===== config.mk =====
export PLATFORM = sky130hd
export DESIGN_NAME = atilt_deg_scale
export DESIGN_NICKNAME = d
export VERILOG_FILES = /design/src/hdl/atilt_pkg.sv /design/src/hdl/atilt_deg_scale.sv
export SDC_FILE = /design/constraint.sdc
export NUM_CORES = 2
export LEC_CHECK = 0
export BUFFER_PORTS_ARGS = -buffer_cell sky130_fd_sc_hd__buf_4
export CELL_PAD_IN_SITES_DETAIL_PLACEMENT = 1
export CELL_PAD_IN_SITES_GLOBAL_PLACEMENT = 2
export CORE_MARGIN = 2
export CORE_UTILIZATION = 27
export DETAILED_ROUTE_END_ITERATION = 7
export GPL_ROUTABILITY_DRIVEN = 0
export PLACE_DENSITY = 0.66
export RECOVER_POWER = 100
export SLEW_MARGIN = 10
export SYNTH_ARGS = -nofsm -noshare
export SYNTH_HDL_FRONTEND = slang
export SYNTH_SLANG_ARGS = --single-unit
export TNS_END_PERCENT = 20

===== constraint.sdc =====
create_clock -name clk_i -period 10 [get_ports clk_i]
set_clock_uncertainty 0.2 [all_clocks]
set_input_delay 0 -clock clk_i [delete_from_list [all_inputs] [get_ports clk_i]]
set_output_delay 0 -clock clk_i [all_outputs]
set_load 0.01 [all_outputs]

===== src/hdl/atilt_pkg.sv =====
// Package for the accelerometer tilt-angle core: widths, fixed-point constants,
// arctangent table and the pipeline payload types. No dependencies.
`default_nettype none

package atilt_pkg;

  localparam int unsigned DataW          = 16;
  localparam int unsigned FracShift      = 16;
  localparam int unsigned CordW          = 36;
  localparam int unsigned AngW           = 34;
  localparam int unsigned AtanLen        = 24;
  localparam int unsigned CordicStepsDef = 14;

  localparam logic signed [AngW-1:0] PiQ30     = 34'sd3373259426;
  localparam logic signed [AngW-1:0] HalfPiQ30 = 34'sd1686629713;
  localparam logic signed [AngW-1:0] AccLimit  = 34'sd4294967295;

  // q30 radians to q16 degrees: q = floor(floor((|r| * DegMul + DegRound) / 256) / DegDiv)
  localparam int unsigned MagW        = AngW - 1;
  localparam int unsigned DegMul      = 5625;
  localparam int unsigned DegMulW     = 13;
  localparam int unsigned DegRound    = 804224;
  localparam int unsigned DegDiv      = 6283;
  localparam int unsigned DegDivW     = 13;
  localparam int unsigned ScaleShift  = 8;
  localparam int unsigned ProdW       = MagW + DegMulW;
  localparam int unsigned PW          = ProdW - ScaleShift;
  localparam int unsigned RecipPre    = 12;
  localparam int unsigned RecipShift  = 26;
  localparam int unsigned RecipW      = 26;
  localparam int unsigned PhW         = PW - RecipPre;
  localparam logic [RecipW-1:0] RecipK =
    RecipW'((64'd1 << (RecipShift + RecipPre)) / DegDiv);
  localparam int unsigned QW          = 24;
  localparam int unsigned RemW        = 15;
  localparam int unsigned DegW        = QW + 1;

  localparam int unsigned GainProdW   = DegW + DataW;
  localparam int unsigned VW          = GainProdW + 1;
  localparam int unsigned TruncShift  = 24;
  localparam int unsigned TW          = VW - TruncShift;
  localparam logic signed [VW-1:0] NinetyQ24 = VW'(64'd90 << TruncShift);

  localparam logic signed [DataW-1:0] GainReset = 16'sd256;
  localparam logic signed [DataW-1:0] Sentinel  = 16'sd404;
  localparam logic signed [DataW-1:0] SatMax    = 16'sh7fff;
  localparam logic signed [DataW-1:0] SatMin    = 16'sh8000;

  typedef struct packed {
    logic x_neg;
    logic x_zero;
    logic z_neg;
  } atilt_flags_t;

  typedef struct packed {
    logic signed [CordW-1:0] cx;
    logic signed [CordW-1:0] cy;
    logic signed [AngW-1:0]  acc;
    atilt_flags_t            flags;
  } atilt_cord_t;

  typedef struct packed {
    logic signed [DegW-1:0] deg;
    logic                   x_neg;
  } atilt_deg_t;

  function automatic logic signed [AngW-1:0] atan_q30(input int unsigned idx);
    logic signed [AngW-1:0] val;
    unique case (idx)
      0:       val = 34'sd843314857;
      1:       val = 34'sd497837829;
      2:       val = 34'sd263043837;
      3:       val = 34'sd133525159;
      4:       val = 34'sd67021687;
      5:       val = 34'sd33543516;
      6:       val = 34'sd16775851;
      7:       val = 34'sd8388437;
      8:       val = 34'sd4194283;
      9:       val = 34'sd2097149;
      10:      val = 34'sd1048576;
      11:      val = 34'sd524288;
      12:      val = 34'sd262144;
      13:      val = 34'sd131072;
      14:      val = 34'sd65536;
      15:      val = 34'sd32768;
      16:      val = 34'sd16384;
      17:      val = 34'sd8192;
      18:      val = 34'sd4096;
      19:      val = 34'sd2048;
      20:      val = 34'sd1024;
      21:      val = 34'sd512;
      22:      val = 34'sd256;
      23:      val = 34'sd128;
      default: val = '0;
    endcase
    return val;
  endfunction

endpackage

`default_nettype wire


===== src/hdl/atilt_deg_scale.sv =====
// Three-stage conversion of the q30 radian angle to rounded q16 degrees:
// scale, reciprocal estimate, remainder correction. Depends on atilt_pkg.
`default_nettype none

module atilt_deg_scale import atilt_pkg::*; (
  input  logic        clk_i,
  input  logic        rst_ni,
  input  logic        valid_i,
  output logic        ready_o,
  input  atilt_cord_t data_i,
  output logic        valid_o,
  input  logic        ready_i,
  output atilt_deg_t  data_o
);

  // scale
  logic signed [AngW-1:0]  ang;
  logic signed [AngW-1:0]  ang_abs;
  logic [MagW-1:0]         mag;
  logic [ProdW-1:0]        scaled;
  logic                    a_valid_q;
  logic                    a_ready;
  logic [PW-1:0]           a_p_q;
  logic                    a_neg_q;
  logic                    a_xneg_q;

  // reciprocal estimate
  logic [PhW+RecipW-1:0]   recip_prod;
  logic                    b_valid_q;
  logic                    b_ready;
  logic [QW-1:0]           b_qe_q;
  logic [RemW-1:0]         b_plo_q;
  logic                    b_neg_q;
  logic                    b_xneg_q;

  // correction
  logic [QW+DegDivW-1:0]   back_prod;
  logic [RemW-1:0]         rem;
  logic [1:0]              corr;
  logic [DegW-1:0]         q;
  logic signed [DegW-1:0]  deg_d;
  logic                    c_valid_q;
  logic                    c_ready;
  atilt_deg_t              c_data_q;

  always_comb begin
    if (data_i.flags.x_zero) begin
      ang = data_i.flags.z_neg ? PiQ30 : '0;
    end else begin
      ang = data_i.acc;
    end
    ang_abs = ang[AngW-1] ? -ang : ang;
    mag     = ang_abs[MagW-1:0];
    scaled  = ProdW'(mag) * ProdW'(DegMul) + ProdW'(DegRound);
  end

  assign a_ready = !a_valid_q || b_ready;
  assign ready_o = a_ready;

  always_ff @(posedge clk_i or negedge rst_ni) begin
    if (!rst_ni) begin
      a_valid_q <= 1'b0;
    end else if (a_ready) begin
      a_valid_q <= valid_i;
    end
  end

  always_ff @(posedge clk_i) begin
    if (a_ready && valid_i) begin
      a_p_q    <= scaled[ProdW-1:ScaleShift];
      a_neg_q  <= ang[AngW-1];
      a_xneg_q <= data_i.flags.x_neg;
    end
  end

  assign recip_prod = (PhW+RecipW)'(a_p_q[PW-1:RecipPre]) * (PhW+RecipW)'(RecipK);
  assign b_ready    = !b_valid_q || c_ready;

  always_ff @(posedge clk_i or negedge rst_ni) begin
    if (!rst_ni) begin
      b_valid_q <= 1'b0;
    end else if (b_ready) begin
      b_valid_q <= a_valid_q;
    end
  end

  always_ff @(posedge clk_i) begin
    if (b_ready && a_valid_q) begin
      b_qe_q   <= recip_prod[RecipShift +: QW];
      b_plo_q  <= a_p_q[RemW-1:0];
      b_neg_q  <= a_neg_q;
      b_xneg_q <= a_xneg_q;
    end
  end

  // estimate is low by at most two
  always_comb begin
    back_prod = (QW+DegDivW)'(b_qe_q) * (QW+DegDivW)'(DegDiv);
    rem       = b_plo_q - back_prod[RemW-1:0];
    if (rem >= RemW'(2 * DegDiv)) begin
      corr = 2'd2;
    end else if (rem >= RemW'(DegDiv)) begin
      corr = 2'd1;
    end else begin
      corr = 2'd0;
    end
    q     = DegW'(b_qe_q) + DegW'(corr);
    deg_d = b_neg_q ? -$signed(q) : $signed(q);
  end

  assign c_ready = !c_valid_q || ready_i;

  always_ff @(posedge clk_i or negedge rst_ni) begin
    if (!rst_ni) begin
      c_valid_q <= 1'b0;
    end else if (c_ready) begin
      c_valid_q <= b_valid_q;
    end
  end

  always_ff @(posedge clk_i) begin
    if (c_ready && b_valid_q) begin
      c_data_q.deg   <= deg_d;
      c_data_q.x_neg <= b_xneg_q;
    end
  end

  assign valid_o = c_valid_q;
  assign data_o  = c_data_q;

endmodule

`default_nettype wire


==> metrics.md <==
| Metric | Value |
|---|---|
| Area grow syn2layout | `9.16%` |
| Detailed-route vias per instance | `4.32` |
| CP arrival | `8.76 ns` |
| Total CTS buffers | `9` |
| Sequential area share after synthesis | `0.119` |
| # IOs | `141` |
| YS warnings | `0` |
| Syn Area/Cell | `10.1 um^2` |
| Non-Filler Instances | `4,180` |
| Post-synth EDFFs | `107` |
| Failing checks | `max-capacitance violations, max-slew violations` |
| Total number of vias | `18,000` |
| Longest Clk Path Bufs | `2` |
| Pre-antenna DRT Iters | `6` |
| Worst r2r src | `b_qe_q[5]$_DFFE_PP_` |
| Met3 GRT Util | `0.00862` |
| Post-DP HPWL | `60.3 mm` |
| Post-synthesis xor/xnor area fraction | `0.0536` |
| Placed cells | `4,157` |
| Final nets | `3,908` |
| Post-synth ARST share | `0.0273` |
| Initial DRC Count | `516` |
| Max_slew headroom | `-0.811` |
| Post-Synth Adder-Cell Area | `0.579` |
| Port buffer count | `68` |
| GR Util met1 | `0.180` |
| Dominant cell type by area after synthesis | `fa_1` |
| Crit Path Class | `reg -> reg` |
| DIE WIDTH | `324 um` |
| First-pass GRT wire length | `110 mm` |
| GR Util All Layers | `0.134` |
| Sink Count | `110` |
| CTS tree | `built` |
| CTS root buffer | `clkbuf_16` |
| Grt ovf | `0` |
| DRC errors left | `0` |
| Setup TNS | `0 ns` |
| Hold Buf Count CTS | `6` |
| Post-synth top flop | `edfxtp_1` |
| Chip Height | `324 um` |
| Slew Viols, Final | `83` |
| M2 GR Usage | `0.238` |
| ANT nets after route | `0` |
| Top cell type's share of synthesized area | `0.349` |
| Final Hold Viols | `0` |
| Starting density of the core | `0.272` |
| CP Launch Type | `register` |
| Gate Count Post-Synth | `2,724` |
| Multiplexer share of the synthesized area | `0.00190` |
| Worst Setup SP | `b_qe_q[5]$_DFFE_PP_` |
| Compound-Gate Fraction of Synth Area | `0.0760` |
| Die area | `105,000 um^2` |
| # setup viols final | `0` |
| Min Tclk post-route | `8.83 ns` |
| Routed len/inst | `16.1 um` |
| Worst Hold Depth | `2` |
| Most area-consuming cells after synthesis | `fa_1 35%, ha_1 23%, edfxtp_1 12%` |
| Mapped Nets | `3,826` |
| Clock-pin slew on the worst setup and hold paths | `0.09 ns` |
| GR peak layer | `met2` |
| Worst Tran Pin Value | `2.72 ns` |
| H-tree depth | `3` |
| Post-CTS Setup Bufs | `0` |
| WL final | `67.2 mm` |
| Worst min-delay path category | `in -> reg` |
| Number of global-route vias before repair | `20,400` |
| Share of cells above drive strength 1 | `0.0377` |
| Largest family of logic cells by synthesized area | `adder cells` |
| Core ar. | `102,000 um^2` |
| Critical path fanouts, max | `12` |
| Required @ worst endpoint | `9.93 ns` |
| Fmax | `0.113 GHz` |
| Reg2reg path depth | `25` |
| Unique masters post-synth | `79` |
| Simple-gate area share of the yosys netlist | `0.0590` |
| Area of the mapped netlist | `27,600 um^2` |
| Post-CTS sizing | `0` |
| Worst Setup End Kind | `register` |
| Largest net degree at the start of global routing | `44` |
| Tcrit/Tclk final | `0.883` |
| Max-Cap Viols | `2` |
| Outcome | `complete, but fails checks` |
| Clk Latency, worst-skew pair | `0.39 ns` |
| #FFs+latches synth | `110` |
| RSZ-0062 raised after global routing | `false` |
| Initial antenna violation count | `0` |
| Number of core rows | `117` |
| HP Start | `data_i[2]` |
[final timing paths]
kind / end / slack [ns]
setup / recovery: data_o[22]$_DFFE_PP_ / 1.17
hold / removal: a_xneg_q$_DFFE_PP_ / 0.16
setup reg to reg: data_o[22]$_DFFE_PP_ / 1.17
hold reg to reg: b_plo_q[3]$_DFFE_PP_ / 0.22
max in group asynchronous: a_valid_q$_DFFE_PN0N_ / 9.11
min in group asynchronous: valid_o$_DFFE_PN0P_ / 0.32
[state kept, by name (all words and copies together), names as in the netlist]
register	cells
a_p_q	38
data_o	26
b_qe_q	24
b_plo_q	15
a_neg_q	1
a_valid_q	1
a_xneg_q	1
b_neg_q	1
b_valid_q	1
b_xneg_q	1
valid_o	1
[cell families (layout without fill, tap and decap cells)]
kind of cell             count (synthesis)  count (layout)
XOR/XNOR                               169             169
AO/OA/AOI/OAI                          315             315
other                                    0               1
multiplexers                             5               5
flip-flops                             110             110
AND/OR/NAND/NOR                        322             322
adder cells (fa/ha/maj)                989             989
buffers and inverters                  814             901
[synth_stat cells (7+ instances only)]
| cell type | n |
|---|---|
| a211oi_1 | 7 |
| a21o_1 | 42 |
| a21oi_1 | 84 |
| a31oi_1 | 16 |
| and2_1 | 12 |
| and3_1 | 10 |
| clkbuf_1 | 21 |
| edfxtp_1 | 107 |
| fa_1 | 482 |
| ha_1 | 507 |
| inv_1 | 782 |
| nand2_1 | 80 |
| nand2b_1 | 13 |
| nand3_1 | 27 |
| nand4_1 | 17 |
| nor2_1 | 74 |
| nor2b_1 | 16 |
| nor3_1 | 22 |
| nor4_1 | 8 |
| o21a_1 | 17 |
| o21ai_0 | 52 |
| o21ai_1 | 8 |
| o21bai_1 | 12 |
| o31ai_1 | 17 |
| or2_2 | 11 |
| xnor2_1 | 108 |
| xor2_1 | 61 |
[layer usage]
metal,part of all wire,vias up
met5,0,-
met2,0.50,136
met3,0.015,39
li1,-,8777
met4,0.013,0
met1,0.48,9085
[critical path, cell delays in order (launching register included)]
cell and delay (ns):
edfxtp_1 0.65, ha_1 0.42, fa_1 0.51, ha_1 0.31
ha_1 0.27, inv_1 0.05, fa_1 0.56, fa_1 0.42
ha_1 0.24, or3_1 0.31, a211oi_1 0.39, o31ai_1 0.21
a21o_1 0.21, a21oi_1 0.17, xor2_1 0.10, o21ai_1 0.28
a21oi_1 0.08, ha_1 0.23, fa_1 0.47, a2111oi_0 0.86
o2111ai_1 0.42, nor3_2 0.42, nand3b_1 0.19, o2111ai_1 0.22
o221ai_1 0.18, xnor2_1 0.19
[metrics by stage]
stage	instance area [um^2]	util	worst slack (ns)	hold WS, ns
2_1_floorplan	27600	-	2.40	-0.496
3_3_place_gp	29900	0.294	1.11	-0.406
3_5_place_dp	29900	0.294	1.01	-0.402
4_1_cts	30300	0.298	1.37	0.122
5_1_grt	30100	0.297	0.426	0.171
6_report	30100	0.297	1.17	0.161
[layout by cell type (no fill, tap or decap), types with 6 or more instances in the layout]
cell type and count:
inv_1 782, ha_1 507, fa_1 482, xnor2_1 108, edfxtp_1 107, a21oi_1 84, nand2_1 80, nor2_1 74
xor2_1 61, buf_4 61, o21ai_0 54, a21o_1 42, clkbuf_1 32, nand3_1 27, nor3_1 22, o21a_1 17
o31ai_1 17, nand4_1 17, nor2b_1 16, a31oi_1 16, nand2b_1 13, o21bai_1 12, or2_2 11, and3_1 10
and2_1 9, clkbuf_16 9, nor4_1 8, a211oi_1 8, or3_1 6, o21ai_1 6, o2111ai_1 6, dlygate4sd3_1 6
[layout make-up]
| cell class | count | area [um^2] |
|---|---|---|
| Inverter | 784 | 2940 |
| Clock inverter | 6 | 67.6 |
| Clock buffer | 10 | 239 |
| Tap cell | 1368 | 1710 |
| Multi-Input combinational cell | 1800 | 21200 |
| Fill cell | 11700 | 71500 |
| Antenna cell | 1 | 2.50 |
| Timing Repair Buffer | 101 | 653 |
| Sequential cell | 110 | 3290 |
Power is not shown: default switching activity piles up to over one toggle a cycle in this logic, so the estimate is an artifact.
