<file path="src/hdl/atilt_pkg.sv">
// Package for the accelerometer tilt-angle core: widths, fixed-point constants,
// arctangent table and the pipeline payload types. No dependencies.
`default_nettype none

package atilt_pkg;

  localparam int unsigned DataW          = 16;
  localparam int unsigned FracShift      = 16;
  localparam int unsigned CordW          = 36;
  localparam int unsigned AngW           = 34;
  localparam int unsigned AtanLen        = 24;
  localparam int unsigned CordicStepsDef = 14;

  localparam logic signed [AngW-1:0] PiQ30     = 34'sd3373259426;
  localparam logic signed [AngW-1:0] HalfPiQ30 = 34'sd1686629713;
  localparam logic signed [AngW-1:0] AccLimit  = 34'sd4294967295;

  // q30 radians to q16 degrees: q = floor(floor((|r| * DegMul + DegRound) / 256) / DegDiv)
  localparam int unsigned MagW        = AngW - 1;
  localparam int unsigned DegMul      = 5625;
  localparam int unsigned DegMulW     = 13;
  localparam int unsigned DegRound    = 804224;
  localparam int unsigned DegDiv      = 6283;
  localparam int unsigned DegDivW     = 13;
  localparam int unsigned ScaleShift  = 8;
  localparam int unsigned ProdW       = MagW + DegMulW;
  localparam int unsigned PW          = ProdW - ScaleShift;
  localparam int unsigned RecipPre    = 12;
  localparam int unsigned RecipShift  = 26;
  localparam int unsigned RecipW      = 26;
  localparam int unsigned PhW         = PW - RecipPre;
  localparam logic [RecipW-1:0] RecipK =
    RecipW'((64'd1 << (RecipShift + RecipPre)) / DegDiv);
  localparam int unsigned QW          = 24;
  localparam int unsigned RemW        = 15;
  localparam int unsigned DegW        = QW + 1;

  localparam int unsigned GainProdW   = DegW + DataW;
  localparam int unsigned VW          = GainProdW + 1;
  localparam int unsigned TruncShift  = 24;
  localparam int unsigned TW          = VW - TruncShift;
  localparam logic signed [VW-1:0] NinetyQ24 = VW'(64'd90 << TruncShift);

  localparam logic signed [DataW-1:0] GainReset = 16'sd256;
  localparam logic signed [DataW-1:0] Sentinel  = 16'sd404;
  localparam logic signed [DataW-1:0] SatMax    = 16'sh7fff;
  localparam logic signed [DataW-1:0] SatMin    = 16'sh8000;

  typedef struct packed {
    logic x_neg;
    logic x_zero;
    logic z_neg;
  } atilt_flags_t;

  typedef struct packed {
    logic signed [CordW-1:0] cx;
    logic signed [CordW-1:0] cy;
    logic signed [AngW-1:0]  acc;
    atilt_flags_t            flags;
  } atilt_cord_t;

  typedef struct packed {
    logic signed [DegW-1:0] deg;
    logic                   x_neg;
  } atilt_deg_t;

  function automatic logic signed [AngW-1:0] atan_q30(input int unsigned idx);
    logic signed [AngW-1:0] val;
    unique case (idx)
      0:       val = 34'sd843314857;
      1:       val = 34'sd497837829;
      2:       val = 34'sd263043837;
      3:       val = 34'sd133525159;
      4:       val = 34'sd67021687;
      5:       val = 34'sd33543516;
      6:       val = 34'sd16775851;
      7:       val = 34'sd8388437;
      8:       val = 34'sd4194283;
      9:       val = 34'sd2097149;
      10:      val = 34'sd1048576;
      11:      val = 34'sd524288;
      12:      val = 34'sd262144;
      13:      val = 34'sd131072;
      14:      val = 34'sd65536;
      15:      val = 34'sd32768;
      16:      val = 34'sd16384;
      17:      val = 34'sd8192;
      18:      val = 34'sd4096;
      19:      val = 34'sd2048;
      20:      val = 34'sd1024;
      21:      val = 34'sd512;
      22:      val = 34'sd256;
      23:      val = 34'sd128;
      default: val = '0;
    endcase
    return val;
  endfunction

endpackage

`default_nettype wire

</file>
<file path="src/hdl/atilt_prerot.sv">
// First pipeline stage: scale the sample, classify signs and pre-rotate into the
// right half plane. Depends on atilt_pkg.
`default_nettype none

module atilt_prerot import atilt_pkg::*; (
  input  logic                    clk_i,
  input  logic                    rst_ni,
  input  logic                    valid_i,
  output logic                    ready_o,
  input  logic signed [DataW-1:0] accel_x_i,
  input  logic signed [DataW-1:0] accel_z_i,
  output logic                    valid_o,
  input  logic                    ready_i,
  output atilt_cord_t             data_o
);

  atilt_cord_t             data_d;
  atilt_cord_t             data_q;
  logic                    valid_q;
  logic signed [CordW-1:0] x_sc;
  logic signed [CordW-1:0] z_sc;

  assign x_sc = {{(CordW-DataW-FracShift){accel_x_i[DataW-1]}}, accel_x_i, {FracShift{1'b0}}};
  assign z_sc = {{(CordW-DataW-FracShift){accel_z_i[DataW-1]}}, accel_z_i, {FracShift{1'b0}}};

  always_comb begin
    data_d.flags.x_neg  = accel_x_i[DataW-1];
    data_d.flags.x_zero = (accel_x_i == '0);
    data_d.flags.z_neg  = accel_z_i[DataW-1];
    if (accel_z_i[DataW-1]) begin
      data_d.cx  = x_sc;
      data_d.cy  = -z_sc;
      data_d.acc = HalfPiQ30;
    end else begin
      data_d.cx  = z_sc;
      data_d.cy  = x_sc;
      data_d.acc = '0;
    end
  end

  assign ready_o = !valid_q || ready_i;

  always_ff @(posedge clk_i or negedge rst_ni) begin
    if (!rst_ni) begin
      valid_q <= 1'b0;
    end else if (ready_o) begin
      valid_q <= valid_i;
    end
  end

  always_ff @(posedge clk_i) begin
    if (ready_o && valid_i) begin
      data_q <= data_d;
    end
  end

  assign valid_o = valid_q;
  assign data_o  = data_q;

endmodule

`default_nettype wire

</file>
<file path="config.mk">
export PLATFORM = sky130hd
export DESIGN_NAME = atilt_prerot
export DESIGN_NICKNAME = d
export VERILOG_FILES = /design/src/hdl/atilt_pkg.sv /design/src/hdl/atilt_prerot.sv
export SDC_FILE = /design/constraint.sdc
export NUM_CORES = 1
export LEC_CHECK = 0
export BUFFER_PORTS_ARGS = -buffer_cell sky130_fd_sc_hd__buf_2
export CAP_MARGIN = 30
export CORE_UTILIZATION = 44
export DETAILED_ROUTE_END_ITERATION = 8
export PLACE_DENSITY_LB_ADDON = 0.12
export SKIP_LAST_GASP = 1
export SYNTH_ARGS = -nofsm -noshare
export SYNTH_HDL_FRONTEND = slang
export SYNTH_SLANG_ARGS = --single-unit
</file>
<file path="constraint.sdc">
create_clock -name clk_i -period 1.9 [get_ports clk_i]
set_input_delay 0 -clock clk_i [delete_from_list [all_inputs] [get_ports clk_i]]
set_output_delay 0 -clock clk_i [all_outputs]
set_load 0.005 [all_outputs]
</file>
==> results of run 1 <==
worst max-delay path, stage by stage, from the launching register on:
cell           delay, ps
dfrtp_1              390
nand2b_1             100
nand2b_1              50
dlygate4sd3_1        550
flip-flops by register name, summed over array words and instances, names as in the netlist:
register,cells
data_o,39
valid_o,1
per-stage QoR:
step                      std cells  total power [mW]  cell area (um2)  hold WS (ps)
final                           363              1.94             2850          38.4
after global routing            363              2.04             2850          37.6
after CTS                       363              1.97             2850          35.8
after detailed placement        350              1.39             2710          -223
after global placement          350              1.39             2710          -224
after floorplan                 254              1.33             2640          -296
layout by cell type, fill, tap and decap left out:
master and instances:
buf_4 3, nand2_1 7, nor3_1 4, inv_1 4
nand2b_1 3, edfxtp_1 39, nand4b_1 1, clkbuf_8 6
mux2_2 25, nor2b_1 6, ha_1 1, nor4_4 1
and2_1 1, mux2_4 1, a21o_1 1, o221ai_1 2
o21ai_0 2, nand3_1 3, nand4_1 2, clkbuf_1 2
conb_1 50, and2_2 1, or4_1 1, buf_12 1
and4_1 1, xnor2_1 5, xor2_1 6, dfrtp_1 1
dlygate4sd3_1 5, buf_2 96, nand3b_1 1, nor3_2 1
nor2_1 4, nor4_1 6
worst min path at each step:
stage,from,end,cells past startpoint
after floorplan,rst_ni,valid_o,0
after global placement,rst_ni,valid_o,1
after detailed placement,rst_ni,valid_o,1
after CTS,accel_x_i[5],data_o[58],2
after global routing,accel_x_i[9],data_o[98],2
final,accel_x_i[0],data_o[89],3
final cells by class:
class	instances	area share, %
Sequential cell	40	42.0
Multi-Input combinational cell	136	31.2
Timing Repair Buffer	105	20.1
Clock buffer	8	3.16
Tap cell	70	3.07
Inverter	4	0.527
metal layers:
layer	share of wire (%)	vias to the layer above	global-route usage, %
met2	50	89	24.7
met1	41	744	17.8
li1	-	774	-
met5	0	-	0
met4	0.18	0	4.04
met3	9.1	2	6.43
kinds of logic after synthesis:
kind of cell             synth area share, %
XOR/XNOR                                3.92
AND/OR/NAND/NOR                         10.6
flip-flops                              48.7
AO/OA/AOI/OAI                           1.43
other                                  0.153
adder cells (fa/ha/maj)                0.510
multiplexers                            12.1
buffers and inverters                   22.6
report_power, final:
| part | switching, mW | internal (mW) |
|---|---|---|
| logic | 0.171 | 0.156 |
| registers | 0.0154 | 1.04 |
| clock network | 0.266 | 0.296 |
| total | 0.452 | 1.49 |
what timing repair did:
| action | 4_1_cts | 5_1_grt |
|---|---|---|
| hold buffers | 5 | 0 |
| endpoints found under the hold margin | 3 | 0 |
| gates resized for setup | 0 | 0 |
==> impl_metrics.yaml, run 1 <==
clock_network:
  clk_pin_slew_worst_paths_ps: 70
  cts_buffers: 5
  clock_latency_ps: 280
  htree_levels: 2
  tritoncts: "yes"
  root_buffer: "clkbuf_8"
  cts_buffer_depth: 2
  numClockSinks: 40
  cts_setup_buffers: 0
yosys:
  synth_area_leaders: "edfxtp_1 48%, buf_4 21%, mux2_2 11%"
  ys_ff_latch: 40
  yosysTopAreaCell: "edfxtp_1"
  async_flop_share_pct: 2.50
  netlist_instances: 205
  synth_edf_count: 39
  syn_avg_cell_area_um2: 12.0
  synthTopCellsByCount: "70 x buf_4, 39 x edfxtp_1, 25 x mux2_2"
  synth_top_area_share_pct: 47.7
  synth.most_common_cell: "buf_4"
  synth_ff_type: "edfxtp_1"
  synth_warnings: 0
  synth.distinct_cells: 30
  ys_seq_area_share_pct: 48.7
  syn_area_um2: 2450
floorplan:
  io_pins: 147
  die_w_um: 76.7
  core_um2: 5240
  rows: 26
  die_h_um: 76.7
  initial_utilization_pct: 46.9
  die-area_um2: 5880
route:
  viasPerCell: 4.43
  dr.pass1.iters: 4
  drt_iter0_drc: 51
  ant_nets: 0
  drc: 0
  via_count: 1609
  drt_wl_total_mm: 4.36
  avgRoutedWirePerCell_um: 12.0
sta:
  slew_headroom_pct: 65.8
  rsz0062_at_grt: "false"
  setup_viol: 0
  hold_viol: 0
  maxClockFrequency_mhz: 826
  setup_tns_ps: 0
  worstMarginPinSlew_ps: 508
  period_needed_ps: 1210
  report.final.slew_viol_count: 0
  clock_skew_ps: 4.14
  fin_crit_sh_pct: 63.7
  setup_slack_ps: 689
flow_run:
  drv_cap: 0
cells_and_area:
  n_fill_cell: 477
  syn_to_final_growth_pct: 16.1
  seqCellArea_um2: 1200
  drive_above_1_share_pct: 46.1
  nets: 329
  diodes: 0
  final_util_pct: 54.4
  multi_input_area_um2: 888
place:
  dp_hpwl_mm: 3.31
  gp_congestion: 0.743
  io_buffer_count: 96
  dpl_worst_slack_ps: 432
grt:
  grt_pass1_wl_mm: 6.76
  grt_max_degree: 40
  grt.overflow.total: 0
  first_global_vias: 1410
  track_usage_pct: 15.0
  antenna_found_initial: 0
pwr:
  leakage_nw: 1.25
  peakVddDrop_v: 0.000403
  powerDensity_nw_per_um2: 682
critical_path:
  rr_endpoint: "valid_o"
  crit_path_start: "valid_o"
  r2r_cells: 3
  worstSetupEndpointType: "register"
  required_ps: 2060
  worstSetupPathType: "reg2reg"
  startpoint_type: "register"
  rr_startpoint: "valid_o"
  critPathMaxFanout: 3
  reg2reg_setup_slack_ps: 690
  cp.arrival_ps: 1370
  crit_end: "valid_o"
run_status:
  outcome: "completed"
worst_hold_path:
  hold_class: "in2reg"
(Power assumes the default switching activity.)
==> inputs of run 2 (changes only) <==
==> constraint.sdc (replaced) <==
create_clock -name clk_i -period 1.2 [get_ports clk_i]
set_input_delay 0 -clock clk_i [delete_from_list [all_inputs] [get_ports clk_i]]
set_output_delay 0 -clock clk_i [all_outputs]
set_load 0.005 [all_outputs]
==> run 2 against run 1 <==
Compared with the run above: maximum frequency increased by 4.5%; wire length increased by 12%; via count increased by 7.5%; design area increased by 9.3%; clock power increased by 53%; clock skew increased by 2.7 ps; critical path type unchanged; critical endpoint is now data_o[66].
==> impl_metrics.yaml, run 2 (synthesis results as in run 1) <==
run_status:
  outcome: "completed"
critical_path:
  critPathMaxFanout: 12
  crit_buf_inv: 1
  cp_cell_sequence: "nand2b_1, and2_4, clkbuf_16"
  startpoint_type: "register"
  worstSetupEndpointType: "register"
  cp_num_cells: 3
  r2r_cells: 3
  required_ps: 1210
  critPathSlowestCell: "dfrtp_1"
  critPathMaxStageDelay_ps: 390
  cp.arrival_ps: 1170
  reg2reg_setup_slack_ps: 40
  worstSetupPathType: "reg2reg"
  cpLargestDelayFamily: "flip-flops"
floorplan:
  die_w_um: 76.7
  rows: 26
  die_h_um: 76.7
  core_um2: 5240
  initial_utilization_pct: 46.9
  io_pins: 147
  die-area_um2: 5880
sta:
  report.final.slew_viol_count: 0
  maxClockFrequency_mhz: 863
  setup_tns_ps: 0
  period_needed_ps: 1160
  fin_crit_sh_pct: 96.5
  clock_skew_ps: 6.87
  hold_viol: 0
  setup_viol: 0
  setup_slack_ps: 41.9
grt:
  grt.overflow.total: 0
  grt_max_degree: 40
  antenna_found_initial: 0
  first_global_vias: 1487
  track_usage_pct: 15.9
  grt_pass1_wl_mm: 7.22
place:
  io_buffer_count: 96
  gp_congestion: 0.806
  dp_hpwl_mm: 3.63
  dpl_worst_slack_ps: -268
  detailed_place.area_um2: 2940
clock_network:
  clock_latency_ps: 290
  tritoncts: "yes"
  root_buffer: "clkbuf_8"
  cts_buffer_depth: 2
  htree_levels: 2
  clk_pin_slew_worst_paths_ps: 80
  cts_buffers: 5
  numClockSinks: 40
cells_and_area:
  fin_area_um2: 3110
  n_fill_cell: 455
  diodes: 0
  syn_to_final_growth_pct: 26.9
  multi_input_area_um2: 911
  final_common_cell: "buf_2"
  final_util_pct: 59.5
  drive_above_1_share_pct: 51.7
  nets: 355
  mostFrequentLayoutCells: "96 x buf_2, 50 x conb_1, 39 x edfxtp_1, 25 x mux2_2, 25 x buf_4"
  largest_register_ffs: 39
  seqCellArea_um2: 1200
pwr:
  peakVddDrop_v: 0.000680
  leakage_nw: 1.40
  power_mw: 3.15
  powerDensity_nw_per_um2: 1010
worst_hold_path:
  worstHoldPathCells: 3
  hold_class: "in2reg"
route:
  dr.pass1.iters: 4
  drt_iter0_drc: 63
  ant_nets: 0
  drt_wl_total_mm: 4.87
  viasPerCell: 4.45
  avgRoutedWirePerCell_um: 12.5
  drc: 0
  via_count: 1730
flow_run:
  drv_cap: 0
run 2: final timing paths:
| kind | end | startpoint |
|---|---|---|
| max | data_o[66] | valid_o |
| min | data_o[90] | accel_x_i[1] |
| max reg2reg | data_o[66] | valid_o |
| min reg2reg | valid_o | valid_o |
| max in group asynchronous | valid_o | rst_ni |
| min in group asynchronous | valid_o | rst_ni |
run 2: stage by stage:
step                      hold WS (ps)  cells
final                             27.7    389
after global routing              34.3    389
after CTS                         22.4    387
after detailed placement          -223    374
after global placement            -223    374
after floorplan                   -296    254
run 2: layer usage:
layer	up-vias	GRT usage [%]	wire, um	part of all wire, %
met5	-	0	0	0
met4	0	5.77	80	1.6
met3	9	5.24	332	6.8
met2	91	25.5	2360	49
met1	802	19.9	2090	43
li1	828	-	-	-
run 2: tightest hold or removal path, delay by kind of cell:
family	cells	cell delay (ps)
buffers and inverters	1	100
AOI/OAI and AO/OA	1	60
and+or+nand+nor	1	50
run 2: power breakdown:
part,internal (mW),switching (mW),total (mW)
Sequential,1.64,0.0259,1.67
Clock,0.408,0.454,0.862
Combinational,0.319,0.295,0.614
run 2: timing repair:
action | 4_1_cts | 5_1_grt
hold buffers | 5 | 0
hold endpoints to repair | 3 | 0
gates resized for setup | 0 | 2
buffers inserted | 0 | 1
endpoints found under the setup margin | 0 | 26
run 2: layout make-up:
cell class / instances / share of cell area, %
flip-flops and latches: 40 / 38.4
multi-input cells: 136 / 29.2
repair buffers: 131 / 26.4
well taps: 70 / 2.81
clock buffers: 7 / 2.45
inverters: 4 / 0.482
clock inverters: 1 / 0.161
==> inputs of run 3 (changes only) <==
--- a/config.mk
+++ b/config.mk
@@ -8,8 +8,9 @@
 export BUFFER_PORTS_ARGS = -buffer_cell sky130_fd_sc_hd__buf_2
 export CAP_MARGIN = 30
 export CORE_UTILIZATION = 44
+export CTS_CLUSTER_SIZE = 25
 export DETAILED_ROUTE_END_ITERATION = 8
-export PLACE_DENSITY_LB_ADDON = 0.12
+export PLACE_DENSITY_LB_ADDON = 0.05
 export SKIP_LAST_GASP = 1
 export SYNTH_ARGS = -nofsm -noshare
 export SYNTH_HDL_FRONTEND = slang
==> run 3 against run 2 <==
Compared with the run above: maximum frequency increased by 1.3%; wire length decreased by 6.8%; total power decreased by 0.67%; sequential share of layout area increased by 0.74 points; clock skew decreased by 0.97 ps; sequential power about the same; core utilization decreased by 1.1 points; first-iteration DRC count decreased by 67%; highest routed layer unchanged.
==> impl_metrics.yaml, run 3 (synthesis results as in run 1) <==
grt:
  first_global_vias: 1437
  antenna_found_initial: 0
  grt.overflow.total: 0
  grt_max_degree: 43
  grt_pass1_wl_mm: 7.00
  track_usage_pct: 15.4
clock_network:
  tritoncts: "yes"
  root_buffer: "clkbuf_8"
  cts_buffers: 5
  clock_latency_ps: 290
  cts_buffer_depth: 2
  clk_pin_slew_worst_paths_ps: 80
  numClockSinks: 40
  cts_setup_buffers: 0
  htree_levels: 2
floorplan:
  die_w_um: 76.7
  core_um2: 5240
  die-area_um2: 5880
  rows: 26
  initial_utilization_pct: 46.9
  die_h_um: 76.7
  io_pins: 147
place:
  dpl_worst_slack_ps: -255
  dp_hpwl_mm: 3.59
  io_buffer_count: 96
  gp_congestion: 0.716
critical_path:
  critPathMaxFanout: 17
  required_ps: 1210
  worstSetupPathType: "reg2reg"
  reg2reg_setup_slack_ps: 60
  cp.arrival_ps: 1150
  worstSetupEndpointType: "register"
  startpoint_type: "register"
cells_and_area:
  diodes: 0
  n_fill_cell: 478
  syn_to_final_growth_pct: 24.5
  largest_register_ffs: 39
  mostFrequentLayoutCells: "95 x buf_2, 50 x conb_1, 39 x edfxtp_1, 25 x mux2_2, 23 x buf_4"
  drive_above_1_share_pct: 51.9
  final_common_cell: "buf_2"
  nets: 350
route:
  viasPerCell: 4.38
  dr.pass1.iters: 4
  drt_iter0_drc: 21
  ant_nets: 0
  via_count: 1680
  drc: 0
  avgRoutedWirePerCell_um: 11.8
  drt_wl_total_mm: 4.54
pwr:
  seqPwrFrac_pct: 53.4
  pwr-share-clk_pct: 28.1
  switchingPower_mw: 0.779
  netSwitchingFraction_pct: 24.9
  powerDensity_nw_per_um2: 1020
  leakage_nw: 1.38
  peakVddDrop_v: 0.000484
  p_int_mw: 2.35
  combPwrFrac_pct: 18.6
run_status:
  outcome: "completed"
sta:
  setup_tns_ps: 0
  setup_viol: 0
  fin_crit_sh_pct: 95.3
  setup_slack_ps: 56.9
  rsz0062_at_grt: "true"
  maxClockFrequency_mhz: 875
  clock_skew_ps: 5.90
  period_needed_ps: 1140
  report.final.slew_viol_count: 0
  hold_viol: 0
worst_hold_path:
  hold_class: "in2reg"
flow_run:
  drv_cap: 0
-- run 3: cell types whose count changed in the layout (fill, tap and decap cells not counted), sizes merged --
cell	before	now
buf	125	122
dlygate4sd3	5	4
clkinv	1	3
clkbuf	8	5
-- run 3: critical path: stages, from the launching register on --
cell,delay (ps)
dfrtp_1,380
nand2b_1,110
and2_4,200
buf_12,160
-- run 3: layer usage --
layer / track usage, % / vias to the layer above / part of all wire [%]
li1: - / 819 / -
met1: 18.7 / 755 / 42
met2: 25.1 / 99 / 48
met3: 4.17 / 7 / 8.7
met4: 8.08 / 0 / 1.9
met5: 0 / - / 0
-- run 3: path summary, 6_finish.rpt --
path | cells past startpoint | start | to
min reg2reg | 2 | valid_o | valid_o
max | 3 | valid_o | data_o[62]
max in group asynchronous | 3 | rst_ni | valid_o
max reg2reg | 3 | valid_o | data_o[62]
min in group asynchronous | 3 | rst_ni | valid_o
min | 3 | ready_i | valid_o
-- run 3: through the flow --
| stage | power (mW) | instance area (um2) | util, % | hold slack, ps | std cells |
|---|---|---|---|---|---|
| 2_1_floorplan | 2.11 | 2650 | - | -296 | 254 |
| 3_3_place_gp | 2.26 | 2910 | 55.6 | -224 | 372 |
| 3_5_place_dp | 2.27 | 2910 | 55.6 | -222 | 372 |
| 4_1_cts | 3.16 | 3040 | 58.0 | 5.78 | 384 |
| 5_1_grt | 3.26 | 3060 | 58.3 | 32.3 | 384 |
| 6_report | 3.12 | 3060 | 58.3 | 10.4 | 384 |
-- run 3: power by group through the flow --
stage	combinational, mW	sequential (mW)	clock (mW)
2_1_floorplan	0.392	1.72	0
3_3_place_gp	0.563	1.70	0
3_5_place_dp	0.569	1.70	0
4_1_cts	0.581	1.67	0.912
5_1_grt	0.639	1.68	0.941
6_report	0.580	1.67	0.877
-- run 3: what timing repair did --
item,in CTS,in global routing
hold buffers,4,0
gates resized for setup,0,5
hold endpoints to repair,3,0
endpoints found under the setup margin,0,8
-- run 3: layout make-up --
cell class	count	area [um2]	area share, %
inverter	4	15.0	0.491
sequential	40	1200	39.1
tap	70	87.6	2.87
timing repair buffer	126	759	24.9
clock buffer	5	68.8	2.25
clock inverter	3	18.8	0.614
multi-input combinational	136	910	29.8
